[config.mk]
export PLATFORM = sky130hd
export DESIGN_NAME = rvcc_cfg
export DESIGN_NICKNAME = d
export VERILOG_FILES = /design/src/design/rvcc_pkg.sv /design/src/design/rvcc_cfg.sv
export SDC_FILE = /design/constraint.sdc
export NUM_CORES = 1
export LEC_CHECK = 0
export ABC_CLOCK_PERIOD_IN_PS = 4200
export BUFFER_PORTS_ARGS = -buffer_cell sky130_fd_sc_hd__buf_4
export CAP_MARGIN = 15
export CORE_ASPECT_RATIO = 0.7
export CORE_MARGIN = 2
export CORE_UTILIZATION = 50
export DETAILED_ROUTE_END_ITERATION = 10
export PLACE_DENSITY = 0.95
export SLEW_MARGIN = 20
export SYNTH_ARGS = -nofsm -noshare
export SYNTH_HDL_FRONTEND = slang
export SYNTH_SLANG_ARGS = --single-unit
[constraint.sdc]
create_clock -name clk -period 4.2 [get_ports clk]
set_input_delay 0.84 -clock clk [delete_from_list [all_inputs] [get_ports clk]]
set_output_delay 0.84 -clock clk [all_outputs]
set_load 0.01 [all_outputs]
[src/design/rvcc_pkg.sv]
// Shared widths, constants, register indexes and types of the voltage code converter.
package rvcc_pkg;

  // Item fields
  localparam int KIND_W  = 1;
  localparam int VALUE_W = 16;

  // Configuration registers
  localparam int FMT_W      = 3;
  localparam int BUV_W      = 22;
  localparam int STEP_W     = 24;
  localparam int BCODE_W    = 16;
  localparam int APB_DATA_W = 32;
  localparam int APB_ADDR_W = 4;

  localparam logic [STEP_W-1:0] STEP_RESET = STEP_W'(1);

  typedef enum logic [1:0] {
    REG_CODE_FORMAT = 2'd0,
    REG_BASE_UV     = 2'd1,
    REG_STEP_NV     = 2'd2,
    REG_BASE_CODE   = 2'd3
  } reg_idx_t;

  // Code formats
  localparam logic [FMT_W-1:0] FMT_VID     = 3'd0;
  localparam logic [FMT_W-1:0] FMT_STEP    = 3'd1;
  localparam logic [FMT_W-1:0] FMT_LIN_M12 = 3'd2;
  localparam logic [FMT_W-1:0] FMT_LIN_M9  = 3'd3;

  // Arithmetic constants
  localparam int VID_BASE_MV = 245;
  localparam int VID_STEP_MV = 5;
  localparam int NV_PER_MV   = 1000000;
  localparam int NV_PER_UV   = 1000;
  localparam int MV_DIV      = 1000;
  localparam int ROUND_HALF  = 500;
  localparam int LIN12_ROUND = 2048;
  localparam int LIN12_SHIFT = 12;
  localparam int LIN9_ROUND  = 256;
  localparam int LIN9_SHIFT  = 9;

  // Divider A takes every run-time division; the final /1000 of step decode is a
  // reciprocal multiply on a NUMB_W-bit magnitude
  localparam int NUMA_W = 39;
  localparam int DENA_W = STEP_W;
  localparam int NUMB_W = 30;
  localparam int XA_W   = 41;   // signed value ahead of divider A
  localparam int XB_W   = 41;   // signed value ahead of the final /1000

  // ceil(2^40 / 1000): exact truncating /1000 for any magnitude below 2^30
  localparam int                    NUMB_HALF_W    = 15;
  localparam int                    MV_RECIP_W     = 31;
  localparam int                    MV_RECIP_SHIFT = 40;
  localparam logic [MV_RECIP_W-1:0] MV_RECIP       = MV_RECIP_W'(1099511628);

  typedef struct packed {
    logic [FMT_W-1:0]   code_format;
    logic [BUV_W-1:0]   base_uv;
    logic [STEP_W-1:0]  step_nv;
    logic [BCODE_W-1:0] base_code;
  } cfg_t;

  typedef enum logic [1:0] {
    PATH_DIRECT   = 2'd0,   // result already known, carried alongside
    PATH_DIVQ     = 2'd1,   // result is the low bits of quotient A
    PATH_STEP_C2M = 2'd2,   // step format, code to millivolts
    PATH_STEP_M2C = 2'd3    // step format, millivolts to code
  } path_t;

  typedef struct packed {
    path_t              path;
    logic               neg;
    logic [VALUE_W-1:0] direct;
  } side_a_t;

  typedef struct packed {
    logic               step_c2m;
    logic               neg;
    logic [VALUE_W-1:0] res;
  } side_b_t;

  localparam int SIDEA_W = $bits(side_a_t);

endpackage

[src/design/rvcc_cfg.sv]
// APB-style configuration register file of the voltage code converter.
module rvcc_cfg (
  input  logic                           clk,
  input  logic                           rst_n,
  input  logic                           psel,
  input  logic                           penable,
  input  logic                           pwrite,
  input  logic [rvcc_pkg::APB_ADDR_W-1:0] paddr,
  input  logic [rvcc_pkg::APB_DATA_W-1:0] pwdata,
  output logic [rvcc_pkg::APB_DATA_W-1:0] prdata,
  output logic                           pready,
  output rvcc_pkg::cfg_t                 cfg
);
  import rvcc_pkg::*;

  logic [FMT_W-1:0]   fmt_r;
  logic [BUV_W-1:0]   buv_r;
  logic [STEP_W-1:0]  step_r;
  logic [BCODE_W-1:0] bcode_r;
  reg_idx_t           idx;
  logic               wr;

  assign idx    = reg_idx_t'(paddr[APB_ADDR_W-1:2]);
  assign pready = 1'b1;
  assign wr     = psel & penable & pwrite & pready;

  always_ff @(posedge clk) begin
    if (!rst_n) begin
      fmt_r   <= FMT_VID;
      buv_r   <= '0;
      step_r  <= STEP_RESET;
      bcode_r <= '0;
    end else if (wr) begin
      unique case (idx)
        REG_CODE_FORMAT: fmt_r   <= pwdata[FMT_W-1:0];
        REG_BASE_UV:     buv_r   <= pwdata[BUV_W-1:0];
        REG_STEP_NV:     step_r  <= pwdata[STEP_W-1:0];
        REG_BASE_CODE:   bcode_r <= pwdata[BCODE_W-1:0];
      endcase
    end
  end

  always_comb begin
    unique case (idx)
      REG_CODE_FORMAT: prdata = APB_DATA_W'(fmt_r);
      REG_BASE_UV:     prdata = APB_DATA_W'(buv_r);
      REG_STEP_NV:     prdata = APB_DATA_W'(step_r);
      REG_BASE_CODE:   prdata = APB_DATA_W'(bcode_r);
    endcase
  end

  assign cfg.code_format = fmt_r;
  assign cfg.base_uv     = buv_r;
  assign cfg.step_nv     = step_r;
  assign cfg.base_code   = bcode_r;

endmodule

======== Word-level counts from Yosys, hierarchy flattened ========
Index checks and enable logic that the tools add are counted.
word-level totals
  word-level logic and storage cells ...... 15
  flip-flop bits (word level) ............. 65
  input bits .............................. 41
  output and inout bits ................... 98
operators by class
  equality and inequality tests ........... 3
  multiplexer cells ....................... 1
  bitwise gates (word level) .............. 2
  reduce and logical (&&, ||, !) cells .... 5
operators with widths
  kind                  count
  $pmux W32 S4          1
  $reduce_and A2 Y1     4
  $eq A2 B2 Y1 const B  2
  $and A1 B1 Y1         2
  $eq A2 B1 Y1 const B  1
  $logic_not A2 Y1      1

======== Longest topological paths before layout ========
  word-level depth ........................ 3
  gate-level depth with buffers ........... 6
  mapped depth without buffers ............ 3

======== Least setup slack after synthesis ========
No wires, ideal clock.
  path kind ............................... input to output
  start point ............................. input port paddr[3] in the netlist's numbering
  end point ............................... output port prdata[10] in the netlist's numbering
  stages on the path ...................... 4
  path buffers ............................ 2
  arrival time ............................ 1.734 ns
  data required time ...................... 3.360 ns
  setup slack ............................. 1.626 ns
  cell sequence ........................... buf_6 buf_2 mux2_2 a22o_1
between the ends
  word-level cells in the longest chain between the ends .. 2
  elaborated cells between the ends (all ways) .. 5
  those cells by class .................... eq/ne (3); mux (1); reduce/logical (1)
RTL lines
  element                               line            text
  start, declared                       rvcc_cfg.sv:8   input logic [rvcc_pkg::APB_ADDR_W-1:0] paddr,
  $eq A2 B2 Y1 (tied with other cells)  rvcc_cfg.sv:44  unique case (idx)
  $pmux W32 S4 (*)                      rvcc_cfg.sv:44
  end, declared                         rvcc_cfg.sv:10  output logic [rvcc_pkg::APB_DATA_W-1:0] prdata,
Mark *: on every way between the ends. The rest lies on a longest branch, timed or not. The select of a mux whose other input is x is not followed.

======== Final worst setup path ========
  start point ............................. input port paddr[3] in the netlist's numbering
  end point ............................... output port prdata[7] in the netlist's numbering
The elaborated chain is that of the path after synthesis.

==> results.ini <==
[placement]
dp_hpwl_microns = 5240
place.gp.congestion = 0.7851
numPortBuffers = 119
dpl.cell_count = 471

[floorplan]
boundaryPins = 139
die_area_sq_mm = 0.006702
die_y_microns = 69.10
num_rows = 23
coreArea_sq_mm = 0.005784
fp.dieW_microns = 96.99
start_util = 0.5233

[logic_synthesis]
ys_seq_area_frac = 0.4299
synthCells = 301
synth_area_sq_mm = 0.003027
synthSimpleGateAreaFrac = 0.1360
synthAdderAreaFrac = 0
avgSynthCellArea_sq_um = 10.06
synth_top_family_by_area = multiplexers
synthDistinctLibCells = 19
synth_mux_area_frac = 0.2823
synth_compound_area_frac = 0.05746
synth_xor_area_frac = 0
ys_warn_count = 0
synth-seq-cells = 65

[route]
remaining_drc_errors = 0
drtIter0Drc = 117
drtAntennaViolNets = 0
vias = 2482
routedWlPerCell_microns = 15.55
wl_microns = 7556
firstDrtPassIters = 4
vias_per_cell = 5.107

[clock_network]
cts_tree = done
clock_latency_ns = 0.32
cts_buffers = 9
cts.clk_slew.worst_paths_ns = 0.06
clockRootBuffer = clkbuf_8
htree_levels = 3
cts_hold_buf = 0
post_cts_buffers = 0
ctsResizeCount = 0
cts_max_path_buffers = 2
clkSinkCount = 65

[grt]
grt_max_degree = 90
grt_pass1_vias = 2395
gr-total-overflow = 0
grt_usage = 0.2210
grt_pass1_wl_microns = 12020
antenna_found_initial = 0

[hold_path]
min-delay-start = step_r[5]
hold_depth = 2
min_path_type = reg2reg
min_to = step_r[5]

[sta]
worst_pin_slew_ns = 1.021
max-slew-margin-rel = 0.3195
finalClockSkew_ns = 0
fin_crit_ns = 3.018
timing.fmax_mhz = 331.3
rsz0062_at_grt = no
fin_tns_setup_ns = 0
setup_viol = 0
fin_crit_sh = 0.7186
hold_violations = 0
timing_max_transition_violations_final = 0

[worst_setup_path]
required_ns = 3.36
cp_max_fo = 23
r2r_setup_slack_ns = 3.50
end_kind = output port
cp.arrival_ns = 2.18
critPathKind = in2out
r2r-end = step_r[7]
rr_worst_depth = 2
worstSetupStartpointType = primary input
reg2reg_from = step_r[7]

[pwr]
vdd_drop_max_uv = 175.6
p_per_area_mw_per_mm2 = 309.4
p_leak_nw = 1.755

[cells_and_area]
drive_gt1_frac = 0.3723
nNetsFinal = 448
layout_common_cells = buf_4, nand2_1, dfxtp_1
final_common_cell = buf_4
antenna_cells = 0
syn2layout_area_growth_pct = 31.00
instances_no_fill = 486

[outcome]
status = finished, final reports clean

[flow_run]
max-cap-violations = 0

==> worst max path at each step <==
stage / cells past startpoint / slack (ns) / endpoint / from
6_report: 4 / 1.18 / prdata[7] / paddr[3]
5_1_grt: 4 / 1.12 / prdata[7] / paddr[3]
4_1_cts: 4 / 1.17 / prdata[7] / paddr[3]
3_5_place_dp: 4 / 1.17 / prdata[7] / paddr[3]
3_3_place_gp: 4 / 1.24 / prdata[14] / paddr[3]
2_1_floorplan: 4 / 1.63 / prdata[10] / paddr[3]
==> cell families (layout without fill, tap and decap cells) <==
group / after synthesis / after routing
AND/OR/NAND/NOR: 99 / 99
multiplexers: 80 / 80
flip-flops: 65 / 65
buffers and inverters: 35 / 138
AO/OA/AOI/OAI: 20 / 20
other: 2 / 9
==> layout make-up <==
type / count / area (sq um)
clock inverter: 4 / 45.04
multi-input combinational: 208 / 1474
timing repair buffer: 122 / 915.9
fill: 457 / 1819
tap: 75 / 93.84
clock buffer: 11 / 131.4
inverter: 1 / 3.754
sequential: 65 / 1301
==> where the power goes <==
part	internal, mW	switching, mW
Combinational	0.0499	0.0617
Sequential	0.625	0.00669
Clock	0.268	0.216
Total	0.943	0.284
==> synthesized netlist by cell type <==
library cell / number / area share
nor2b_4: 2 / 0.0091
and3_1: 2 / 0.0041
clkbuf_1: 10 / 0.012
nand2_1: 88 / 0.11
dfxtp_1: 65 / 0.43
buf_4: 10 / 0.025
mux2i_1: 64 / 0.21
or3_1: 1 / 0.0021
inv_1: 1 / 0.0012
and2_1: 4 / 0.0083
buf_12: 4 / 0.026
buf_2: 5 / 0.0083
buf_6: 5 / 0.019
conb_1: 2 / 0.0025
nand3_1: 2 / 0.0033
o211ai_1: 1 / 0.0025
mux2_2: 13 / 0.048
a22o_1: 19 / 0.055
mux4_2: 3 / 0.022
==> stage by stage <==
step	utilization	power (mW)	instance area [sq um]	hold slack, ns	setup WS (ns)
2_1_floorplan	-	0.7170	3053	0.4868	1.626
3_3_place_gp	0.6550	0.7524	3789	0.4560	1.245
3_5_place_dp	0.6550	0.7563	3789	0.4647	1.171
4_1_cts	0.6855	1.239	3965	0.4761	1.165
5_1_grt	0.6855	1.276	3965	0.4899	1.118
6_report	0.6855	1.227	3965	0.4769	1.182
==> metal layers <==
metal,track usage,part of all wire
met4,0.03756,0.0036
met2,0.3758,0.50
met5,0,0
met3,0.07708,0.054
met1,0.2768,0.44
==> flip-flops by register name, summed over array words and instances (netlist names) <==
| register | count |
|---|---|
| step_r | 24 |
| buv_r | 22 |
| bcode_r | 16 |
| fmt_r | 3 |
==> critical path: stages <==
cell     delay, ns
buf_4         0.30
nor2b_4       0.63
a22o_1        0.27
buf_4         0.13
(Power assumes the default switching activity.)
