## config.mk

```make
export PLATFORM = sky130hd
export DESIGN_NAME = rvcc_prep
export DESIGN_NICKNAME = d
export VERILOG_FILES = /design/src/design/rvcc_pkg.sv /design/src/design/rvcc_prep.sv
export SDC_FILE = /design/constraint.sdc
export NUM_CORES = 2
export LEC_CHECK = 0
export ABC_AREA = 1
export BUFFER_PORTS_ARGS = -buffer_cell sky130_fd_sc_hd__buf_2
export CORE_MARGIN = 2
export CORE_UTILIZATION = 59
export CTS_CLUSTER_DIAMETER = 60
export DETAILED_ROUTE_END_ITERATION = 12
export GPL_TIMING_DRIVEN = 0
export PLACE_DENSITY_LB_ADDON = 0.2
export RECOVER_POWER = 25
export SLEW_MARGIN = 30
export SYNTH_ARGS = -nofsm -noshare
export SYNTH_HDL_FRONTEND = slang
export SYNTH_SLANG_ARGS = --single-unit
```

## constraint.sdc

```tcl
create_clock -name clk -period 7.5 [get_ports clk]
set_clock_uncertainty 0.1 [all_clocks]
set_input_delay 1.125 -clock clk [delete_from_list [all_inputs] [get_ports clk]]
set_output_delay 1.125 -clock clk [all_outputs]
set_load 0.01 [all_outputs]
```

## src/design/rvcc_pkg.sv

```systemverilog
// Shared widths, constants, register indexes and types of the voltage code converter.
package rvcc_pkg;

  // Item fields
  localparam int KIND_W  = 1;
  localparam int VALUE_W = 16;

  // Configuration registers
  localparam int FMT_W      = 3;
  localparam int BUV_W      = 22;
  localparam int STEP_W     = 24;
  localparam int BCODE_W    = 16;
  localparam int APB_DATA_W = 32;
  localparam int APB_ADDR_W = 4;

  localparam logic [STEP_W-1:0] STEP_RESET = STEP_W'(1);

  typedef enum logic [1:0] {
    REG_CODE_FORMAT = 2'd0,
    REG_BASE_UV     = 2'd1,
    REG_STEP_NV     = 2'd2,
    REG_BASE_CODE   = 2'd3
  } reg_idx_t;

  // Code formats
  localparam logic [FMT_W-1:0] FMT_VID     = 3'd0;
  localparam logic [FMT_W-1:0] FMT_STEP    = 3'd1;
  localparam logic [FMT_W-1:0] FMT_LIN_M12 = 3'd2;
  localparam logic [FMT_W-1:0] FMT_LIN_M9  = 3'd3;

  // Arithmetic constants
  localparam int VID_BASE_MV = 245;
  localparam int VID_STEP_MV = 5;
  localparam int NV_PER_MV   = 1000000;
  localparam int NV_PER_UV   = 1000;
  localparam int MV_DIV      = 1000;
  localparam int ROUND_HALF  = 500;
  localparam int LIN12_ROUND = 2048;
  localparam int LIN12_SHIFT = 12;
  localparam int LIN9_ROUND  = 256;
  localparam int LIN9_SHIFT  = 9;

  // Divider A takes every run-time division; the final /1000 of step decode is a
  // reciprocal multiply on a NUMB_W-bit magnitude
  localparam int NUMA_W = 39;
  localparam int DENA_W = STEP_W;
  localparam int NUMB_W = 30;
  localparam int XA_W   = 41;   // signed value ahead of divider A
  localparam int XB_W   = 41;   // signed value ahead of the final /1000

  // ceil(2^40 / 1000): exact truncating /1000 for any magnitude below 2^30
  localparam int                    NUMB_HALF_W    = 15;
  localparam int                    MV_RECIP_W     = 31;
  localparam int                    MV_RECIP_SHIFT = 40;
  localparam logic [MV_RECIP_W-1:0] MV_RECIP       = MV_RECIP_W'(1099511628);

  typedef struct packed {
    logic [FMT_W-1:0]   code_format;
    logic [BUV_W-1:0]   base_uv;
    logic [STEP_W-1:0]  step_nv;
    logic [BCODE_W-1:0] base_code;
  } cfg_t;

  typedef enum logic [1:0] {
    PATH_DIRECT   = 2'd0,   // result already known, carried alongside
    PATH_DIVQ     = 2'd1,   // result is the low bits of quotient A
    PATH_STEP_C2M = 2'd2,   // step format, code to millivolts
    PATH_STEP_M2C = 2'd3    // step format, millivolts to code
  } path_t;

  typedef struct packed {
    path_t              path;
    logic               neg;
    logic [VALUE_W-1:0] direct;
  } side_a_t;

  typedef struct packed {
    logic               step_c2m;
    logic               neg;
    logic [VALUE_W-1:0] res;
  } side_b_t;

  localparam int SIDEA_W = $bits(side_a_t);

endpackage

```

## src/design/rvcc_prep.sv

```systemverilog
// Operand preparation: products, format decode and signed magnitude for divider A.
module rvcc_prep (
  input  logic                          clk,
  input  logic                          rst_n,
  input  logic                          en,
  input  logic                          in_valid,
  input  logic [rvcc_pkg::KIND_W-1:0]   in_kind,
  input  logic [rvcc_pkg::VALUE_W-1:0]  in_value,
  input  rvcc_pkg::cfg_t                cfg,
  output logic                          out_valid,
  output logic [rvcc_pkg::NUMA_W-1:0]   out_num,
  output logic [rvcc_pkg::DENA_W-1:0]   out_den,
  output rvcc_pkg::side_a_t             out_side
);
  import rvcc_pkg::*;

  localparam int VNV_W  = 36;   // millivolts times 1e6
  localparam int BNV_W  = 32;   // microvolts times 1000
  localparam int VK_W   = 26;   // code times 1000
  localparam int LIN_W  = 27;
  localparam int T_W    = 38;
  localparam int HALF_W = STEP_W - 1;

  // Stage 1: multipliers
  logic                     valid1_r;
  logic [KIND_W-1:0]        kind1_r;
  logic [VALUE_W-1:0]       v1_r;
  logic signed [XA_W-1:0]   prod1_r;
  logic [VNV_W-1:0]         vnv1_r;
  logic [BNV_W-1:0]         bnv1_r;
  logic [VK_W-1:0]          vk1_r;
  logic signed [VALUE_W-1:0] d1;
  logic signed [XA_W-1:0]   prod1_nxt;

  assign d1        = signed'(in_value - cfg.base_code);
  assign prod1_nxt = d1 * $signed({1'b0, cfg.step_nv});

  always_ff @(posedge clk) begin
    if (!rst_n) begin
      valid1_r <= 1'b0;
    end else if (en) begin
      valid1_r <= in_valid;
    end
  end

  always_ff @(posedge clk) begin
    if (en) begin
      kind1_r <= in_kind;
      v1_r    <= in_value;
      prod1_r <= prod1_nxt;
      vnv1_r  <= VNV_W'(in_value) * VNV_W'(NV_PER_MV);
      bnv1_r  <= BNV_W'(cfg.base_uv) * BNV_W'(NV_PER_UV);
      vk1_r   <= VK_W'(in_value) * VK_W'(MV_DIV);
    end
  end

  // Stage 2: format decode
  logic                     valid2_r;
  path_t                    path2_r;
  logic signed [XA_W-1:0]   x2_r;
  logic [HALF_W-1:0]        half2_r;
  logic [DENA_W-1:0]        den2_r;
  logic [VALUE_W-1:0]       direct2_r;
  path_t                    path2_nxt;
  logic signed [XA_W-1:0]   x2_nxt;
  logic [HALF_W-1:0]        half2_nxt;
  logic [DENA_W-1:0]        den2_nxt;
  logic [VALUE_W-1:0]       direct2_nxt;
  logic signed [T_W-1:0]    t2;
  logic [31:0]              vid_off;
  logic [LIN_W-1:0]         lin12;
  logic [LIN_W-1:0]         lin9;
  logic [STEP_W-1:0]        step_eff;
  logic                     v_zero;

  always_comb begin
    t2       = $signed({2'b00, vnv1_r}) - $signed({6'b0, bnv1_r});
    vid_off  = 32'(v1_r) - 32'(VID_BASE_MV);
    lin12    = LIN_W'(vk1_r) + LIN_W'(LIN12_ROUND);
    lin9     = LIN_W'(vk1_r) + LIN_W'(LIN9_ROUND);
    step_eff = (cfg.step_nv == '0) ? STEP_W'(1) : cfg.step_nv;
    v_zero   = (v1_r == '0);

    path2_nxt   = PATH_DIRECT;
    x2_nxt      = '0;
    half2_nxt   = '0;
    den2_nxt    = DENA_W'(MV_DIV);
    direct2_nxt = '0;

    unique case (cfg.code_format)
      FMT_VID: begin
        if (kind1_r == 1'b1) begin
          if (!v_zero) begin
            path2_nxt = PATH_DIVQ;
            x2_nxt    = $signed({9'b0, vid_off});
            den2_nxt  = DENA_W'(VID_STEP_MV);
          end
        end else if (!v_zero) begin
          direct2_nxt = VALUE_W'(VID_BASE_MV) + VALUE_W'(v1_r * VALUE_W'(VID_STEP_MV));
        end
      end
      FMT_STEP: begin
        if (kind1_r == 1'b1) begin
          path2_nxt = PATH_STEP_M2C;
          x2_nxt    = XA_W'(t2);
          half2_nxt = step_eff[STEP_W-1:1];
          den2_nxt  = step_eff;
        end else begin
          path2_nxt = PATH_STEP_C2M;
          x2_nxt    = prod1_r;
        end
      end
      FMT_LIN_M12: begin
        if (kind1_r == 1'b1) begin
          path2_nxt = PATH_DIVQ;
          x2_nxt    = $signed(XA_W'({v1_r, LIN12_SHIFT'(0)}) + XA_W'(ROUND_HALF));
        end else begin
          direct2_nxt = VALUE_W'(lin12 >> LIN12_SHIFT);
        end
      end
      FMT_LIN_M9: begin
        if (kind1_r == 1'b1) begin
          path2_nxt = PATH_DIVQ;
          x2_nxt    = $signed(XA_W'({v1_r, LIN9_SHIFT'(0)}) + XA_W'(ROUND_HALF));
        end else begin
          direct2_nxt = VALUE_W'(lin9 >> LIN9_SHIFT);
        end
      end
      default: begin
        // unsupported formats convert to zero
        path2_nxt = PATH_DIRECT;
      end
    endcase
  end

  always_ff @(posedge clk) begin
    if (!rst_n) begin
      valid2_r <= 1'b0;
    end else if (en) begin
      valid2_r <= valid1_r;
    end
  end

  always_ff @(posedge clk) begin
    if (en) begin
      path2_r   <= path2_nxt;
      x2_r      <= x2_nxt;
      half2_r   <= half2_nxt;
      den2_r    <= den2_nxt;
      direct2_r <= direct2_nxt;
    end
  end

  // Stage 3: |x| plus rounding half step, one adder with carry-in
  logic                valid3_r;
  logic [NUMA_W-1:0]   num3_r;
  logic [DENA_W-1:0]   den3_r;
  side_a_t             side3_r;
  logic                neg3;
  logic [XA_W-1:0]     mag3;

  assign neg3 = x2_r[XA_W-1];
  assign mag3 = (neg3 ? ~x2_r : x2_r) + XA_W'(half2_r) + XA_W'(neg3);

  always_ff @(posedge clk) begin
    if (!rst_n) begin
      valid3_r <= 1'b0;
    end else if (en) begin
      valid3_r <= valid2_r;
    end
  end

  always_ff @(posedge clk) begin
    if (en) begin
      num3_r         <= mag3[NUMA_W-1:0];
      den3_r         <= den2_r;
      side3_r.path   <= path2_r;
      side3_r.neg    <= neg3;
      side3_r.direct <= direct2_r;
    end
  end

  assign out_valid = valid3_r;
  assign out_num   = num3_r;
  assign out_den   = den3_r;
  assign out_side  = side3_r;

endmodule

```

# After elaboration in Yosys (flattened, before gate mapping)
# Index checks and enable logic that the tools add are counted.
# word_totals
reg_bits	331
output_inout_bits	83
word_cells	65
# classes
addsub	10
mul	5
eq_ne	3
mux	22
n_bitwise	1
reduce_logical	5
# op_table
operator	n
41-bit case mux with 4 select lines	1
32-bit 2-to-1 mux	2
16-bit 2-to-1 mux	3
24-bit 2-to-1 mux	2
16-bit case mux with 3 select lines	1
24-bit case mux with 2 select lines	1
16-bit by 25-bit multiplier with 41-bit output	1
41-bit 2-to-1 mux	1
39-bit by 1-bit adder with 39-bit output	1
39-bit by 23-bit adder with 39-bit output	1
39-bit 2-to-1 mux	1
39-bit inverter	1
36-bit by 32-bit subtractor with 37-bit output	1
16-bit by 14-bit multiplier with 30-bit output (second input constant)	1
28-bit by 9-bit adder with 29-bit output (second input constant)	1
22-bit by 7-bit multiplier with 29-bit output (second input constant)	1
29-bit 2-to-1 mux	1
26-bit by 12-bit adder with 27-bit output (second input constant)	1
25-bit by 9-bit adder with 26-bit output (second input constant)	1
26-bit 2-to-1 mux	1
25-bit by 9-bit adder with 25-bit output (second input constant)	1
24-bit logical NOT	1
16-bit by 7-bit multiplier with 23-bit output (second input constant)	1
10-bit 2-to-1 mux	2
other kinds (13)	17

# Longest topological paths before layout
# depth
depth_word	5
depth_mapped	37

# Least setup slack after synthesis
# OpenSTA, ideal clock, no wires.
# synth_timing
path_type	input to register
from	in in_value[0] in the netlist's numbering
to	reg prod1_r[35], data pin
setup_ps	252
t_arrival_ps	6899
required_ps	7148
path_slack_ps	249
path_stages	33
path_buffers	1
path_cell_list	inv_1 ha_1 inv_1 fa_1 nand3_1 nand2_1 inv_1 o21ai_2 a21oi_1 nand2_1 nand2_1 buf_2 nor2_1 fa_1 inv_1 fa_1 inv_1 fa_1 fa_1 fa_1 inv_1 fa_1 inv_1 ha_1 nand2_1 nor2_1 inv_1 nor3_1 nand2_1 nand2_1 nand2_1 nand3_1 nand2_1
# synth_between
elab_chain_len	2
# synth_rtl
item	line	text
start, declared	rvcc_prep.sv:8	input logic [rvcc_pkg::VALUE_W-1:0] in_value,
16-bit subtractor	rvcc_prep.sv:35	assign d1 = signed'(in_value - cfg.base_code);
16-bit by 25-bit multiplier with 41-bit output	rvcc_prep.sv:36	assign prod1_nxt = d1 * $signed({1'b0, cfg.step_nv});
via prod1_nxt[35]	rvcc_prep.sv:33	logic signed [XA_W-1:0] prod1_nxt;
end signal, assigned	rvcc_prep.sv:50	prod1_r <= prod1_nxt;
end, declared	rvcc_prep.sv:28	logic signed [XA_W-1:0] prod1_r;
# The timed path passes the listed nets, and every way through them passes these cells.
# A chain may end at the register's enable or synchronous reset.

# Final worst setup path
# layout_timing
from	in in_value[1] in the netlist's numbering
to	reg prod1_r[35], data pin
# The elaborated chain is that of the path after synthesis.

==> flow_summary.yaml <==
status:
  status: "completed"
global_route:
  grt_overflow_total: 0
  grt_usage: 0.344
  grt_pass1_vias: 35178
  antenna_found_initial: 1
  grt_max_degree: 98
  grt_pass1_wl_um: 196000
finish:
  drive_above_1_share: 0.0854
  nNetsFinal: 6589
  final_common_cell: "nand2_1"
  area_growth_pct: 10.4
  mostFrequentLayoutCells: "1192 x nand2_1, 1147 x inv_1, 477 x fa_1"
  n_antenna_cell: 0
synth:
  syn_area_um2: 42900
  ys_ff_latch: 321
  synthCells: 5341
  synth.distinct_cells: 52
  yosys_warnings: 0
  syn_nets: 6363
  synth_area_per_cell_um2: 8.03
  yosysSeqAreaShare: 0.224
die:
  core_area_um2: 71700
  die_h_um: 274
  ios: 169
  initial_core_util: 0.598
  rows: 98
  dieArea_um2: 74800
  die_width_um: 274
clock_tree:
  cts_inserted_buffers: 39
  postCtsHoldBufs: 0
  htreeDepth: 2
  clk_path_buf_depth: 3
  clkSlewWorstSetupHoldPaths_ps: 60
  insertion_delay_ps: 570
  cts_tree: "yes"
  cts_sinks: 321
  cts-root-buf: "clkbuf_16"
route:
  viasPerCell: 5.51
  antenna_left: 0
  drt_iter0_markers: 3264
  wl_um: 128000
  firstDrtPassIters: 5
  via_count: 36060
  wl_per_cell_um: 19.5
  route.detailed.drc: 0
timing:
  finalHoldViolCount: 0
  period_minus_slack_ps: 7380
  worst_pin_slew_ps: 909
  fin_crit_sh: 0.985
  rsz0062_at_grt: "yes"
  hold_slack_ps: 312
  relSlewSlack: 0.394
  finalMaxSlewViolations: 0
  tns_ps: 0
  setup-violations-final: 0
  timing.fmax_ghz: 0.135
placed_design:
  place_hpwl_um: 106000
  gp_congestion: 0.993
  port_buffers: 165
critical_path:
  crit_arrival_ps: 7590
  startpoint_type: "input port"
  path_buf_inv: 6
  cp_common_cell: "fa_1"
  crit_path_top_delay_cell: "fa_1"
  critPathKind: "input port to register"
  critPathMaxStageDelay_ps: 580
  cp_top_family: "adder cells"
  end_kind: "register"
  required_ps: 7710
  crit_path_max_fanout: 10
hold_path:
  hp-class: "register to register"
flow_run:
  maxCapViolCount: 0
[Yosys cell counts, drive strengths merged]
library cell / number / area share
o211ai: 10 / 0.0018
o31ai: 2 / 0.00035
fa: 482 / 0.23
a21oi: 208 / 0.024
dfxtp: 3 / 0.0014
ha: 454 / 0.13
buf: 41 / 0.0055
clkinv: 7 / 0.00061
and2: 6 / 0.00088
a221oi: 1 / 0.00020
clkbuf: 45 / 0.0039
inv: 1161 / 0.10
nor3: 44 / 0.0057
a21boi: 4 / 0.00070
and3: 4 / 0.00058
xor2: 114 / 0.023
o21ai: 120 / 0.014
o21a: 10 / 0.0018
a21o: 11 / 0.0019
o32ai: 1 / 0.00020
o311ai: 1 / 0.00020
nand4: 57 / 0.0083
o22ai: 4 / 0.00058
nand2: 1246 / 0.11
edfxtp: 318 / 0.22
nor4: 2 / 0.00029
a31oi: 14 / 0.0020
nor2: 508 / 0.046
o21bai: 32 / 0.0056
a22oi: 2 / 0.00035
xnor2: 38 / 0.0078
o221ai: 6 / 0.0012
nand3b: 16 / 0.0028
or2: 17 / 0.0025
o2111ai: 2 / 0.00041
nand3: 349 / 0.041
a31o: 1 / 0.00020
[cell families (layout without fill, tap and decap cells)]
logic type      count (synthesis)  after routing  synth area share
simple gates                 2249           2249             0.219
buf+inv                      1254           1508             0.112
fa+ha+maj                     936            936             0.358
compound gates                429            429            0.0561
flops                         321            321             0.224
xor+xnor                      152            152            0.0311
[registers in the layout, indices dropped and copies added, names as in the netlist]
signal	count
out_valid	1
out_den	24
vnv1_r	27
bnv1_r	29
out_side	19
valid1_r	1
kind1_r	1
vk1_r	18
out_num	39
path2_r	2
prod1_r	40
valid2_r	1
den2_r	24
direct2_r	16
half2_r	23
x2_r	40
v1_r	16
[routing by layer]
metal / GRT usage / share of wire
met4: 0.131 / 0.042
met1: 0.472 / 0.42
met2: 0.547 / 0.46
met3: 0.0567 / 0.081
met5: 0 / 0
[layout make-up]
class                      count  area (µm²)
tap                          950        1190
clock inverter                23         210
timing repair buffer         187        1200
clock buffer                  46        1040
sequential                   321        9610
fill                        6300       24400
buffer                        84         500
inverter                    1168        4410
multi-input combinational   3766       29200
[path summary, 6_finish.rpt]
path / start / end / slack (ps) / cells after the start
worst max-delay path: in_value[1] / prod1_r[35] / 120 / 28
worst min-delay path: direct2_r[15] / out_side[15] / 310 / 0
worst max register to register: x2_r[40] / out_num[30] / 3930 / 14
worst min register to register: direct2_r[15] / out_side[15] / 310 / 0
[repair_timing]
item                       CTS  global route
gates cloned                 0             2
pin swaps                    6            32
setup endpoints to repair   30            27
setup buffers                3            14
resized for setup          120           157
[stage by stage]
stage / cells / worst slack (ps) / instance area (µm²) / utilization
6_report: 6545 / 115 / 47400 / 0.660
5_1_grt: 6545 / -48.2 / 47400 / 0.660
3_3_place_gp: 6456 / -1780 / 44900 / 0.626
2_1_floorplan: 5341 / 249 / 42900 / -
4_1_cts: 6531 / 7.45 / 46600 / 0.650
3_5_place_dp: 6459 / -1770 / 45000 / 0.627
Power is left out: the tool's default activity adds up to more than one toggle a clock period on the data nets, which glitch-free logic cannot reach.
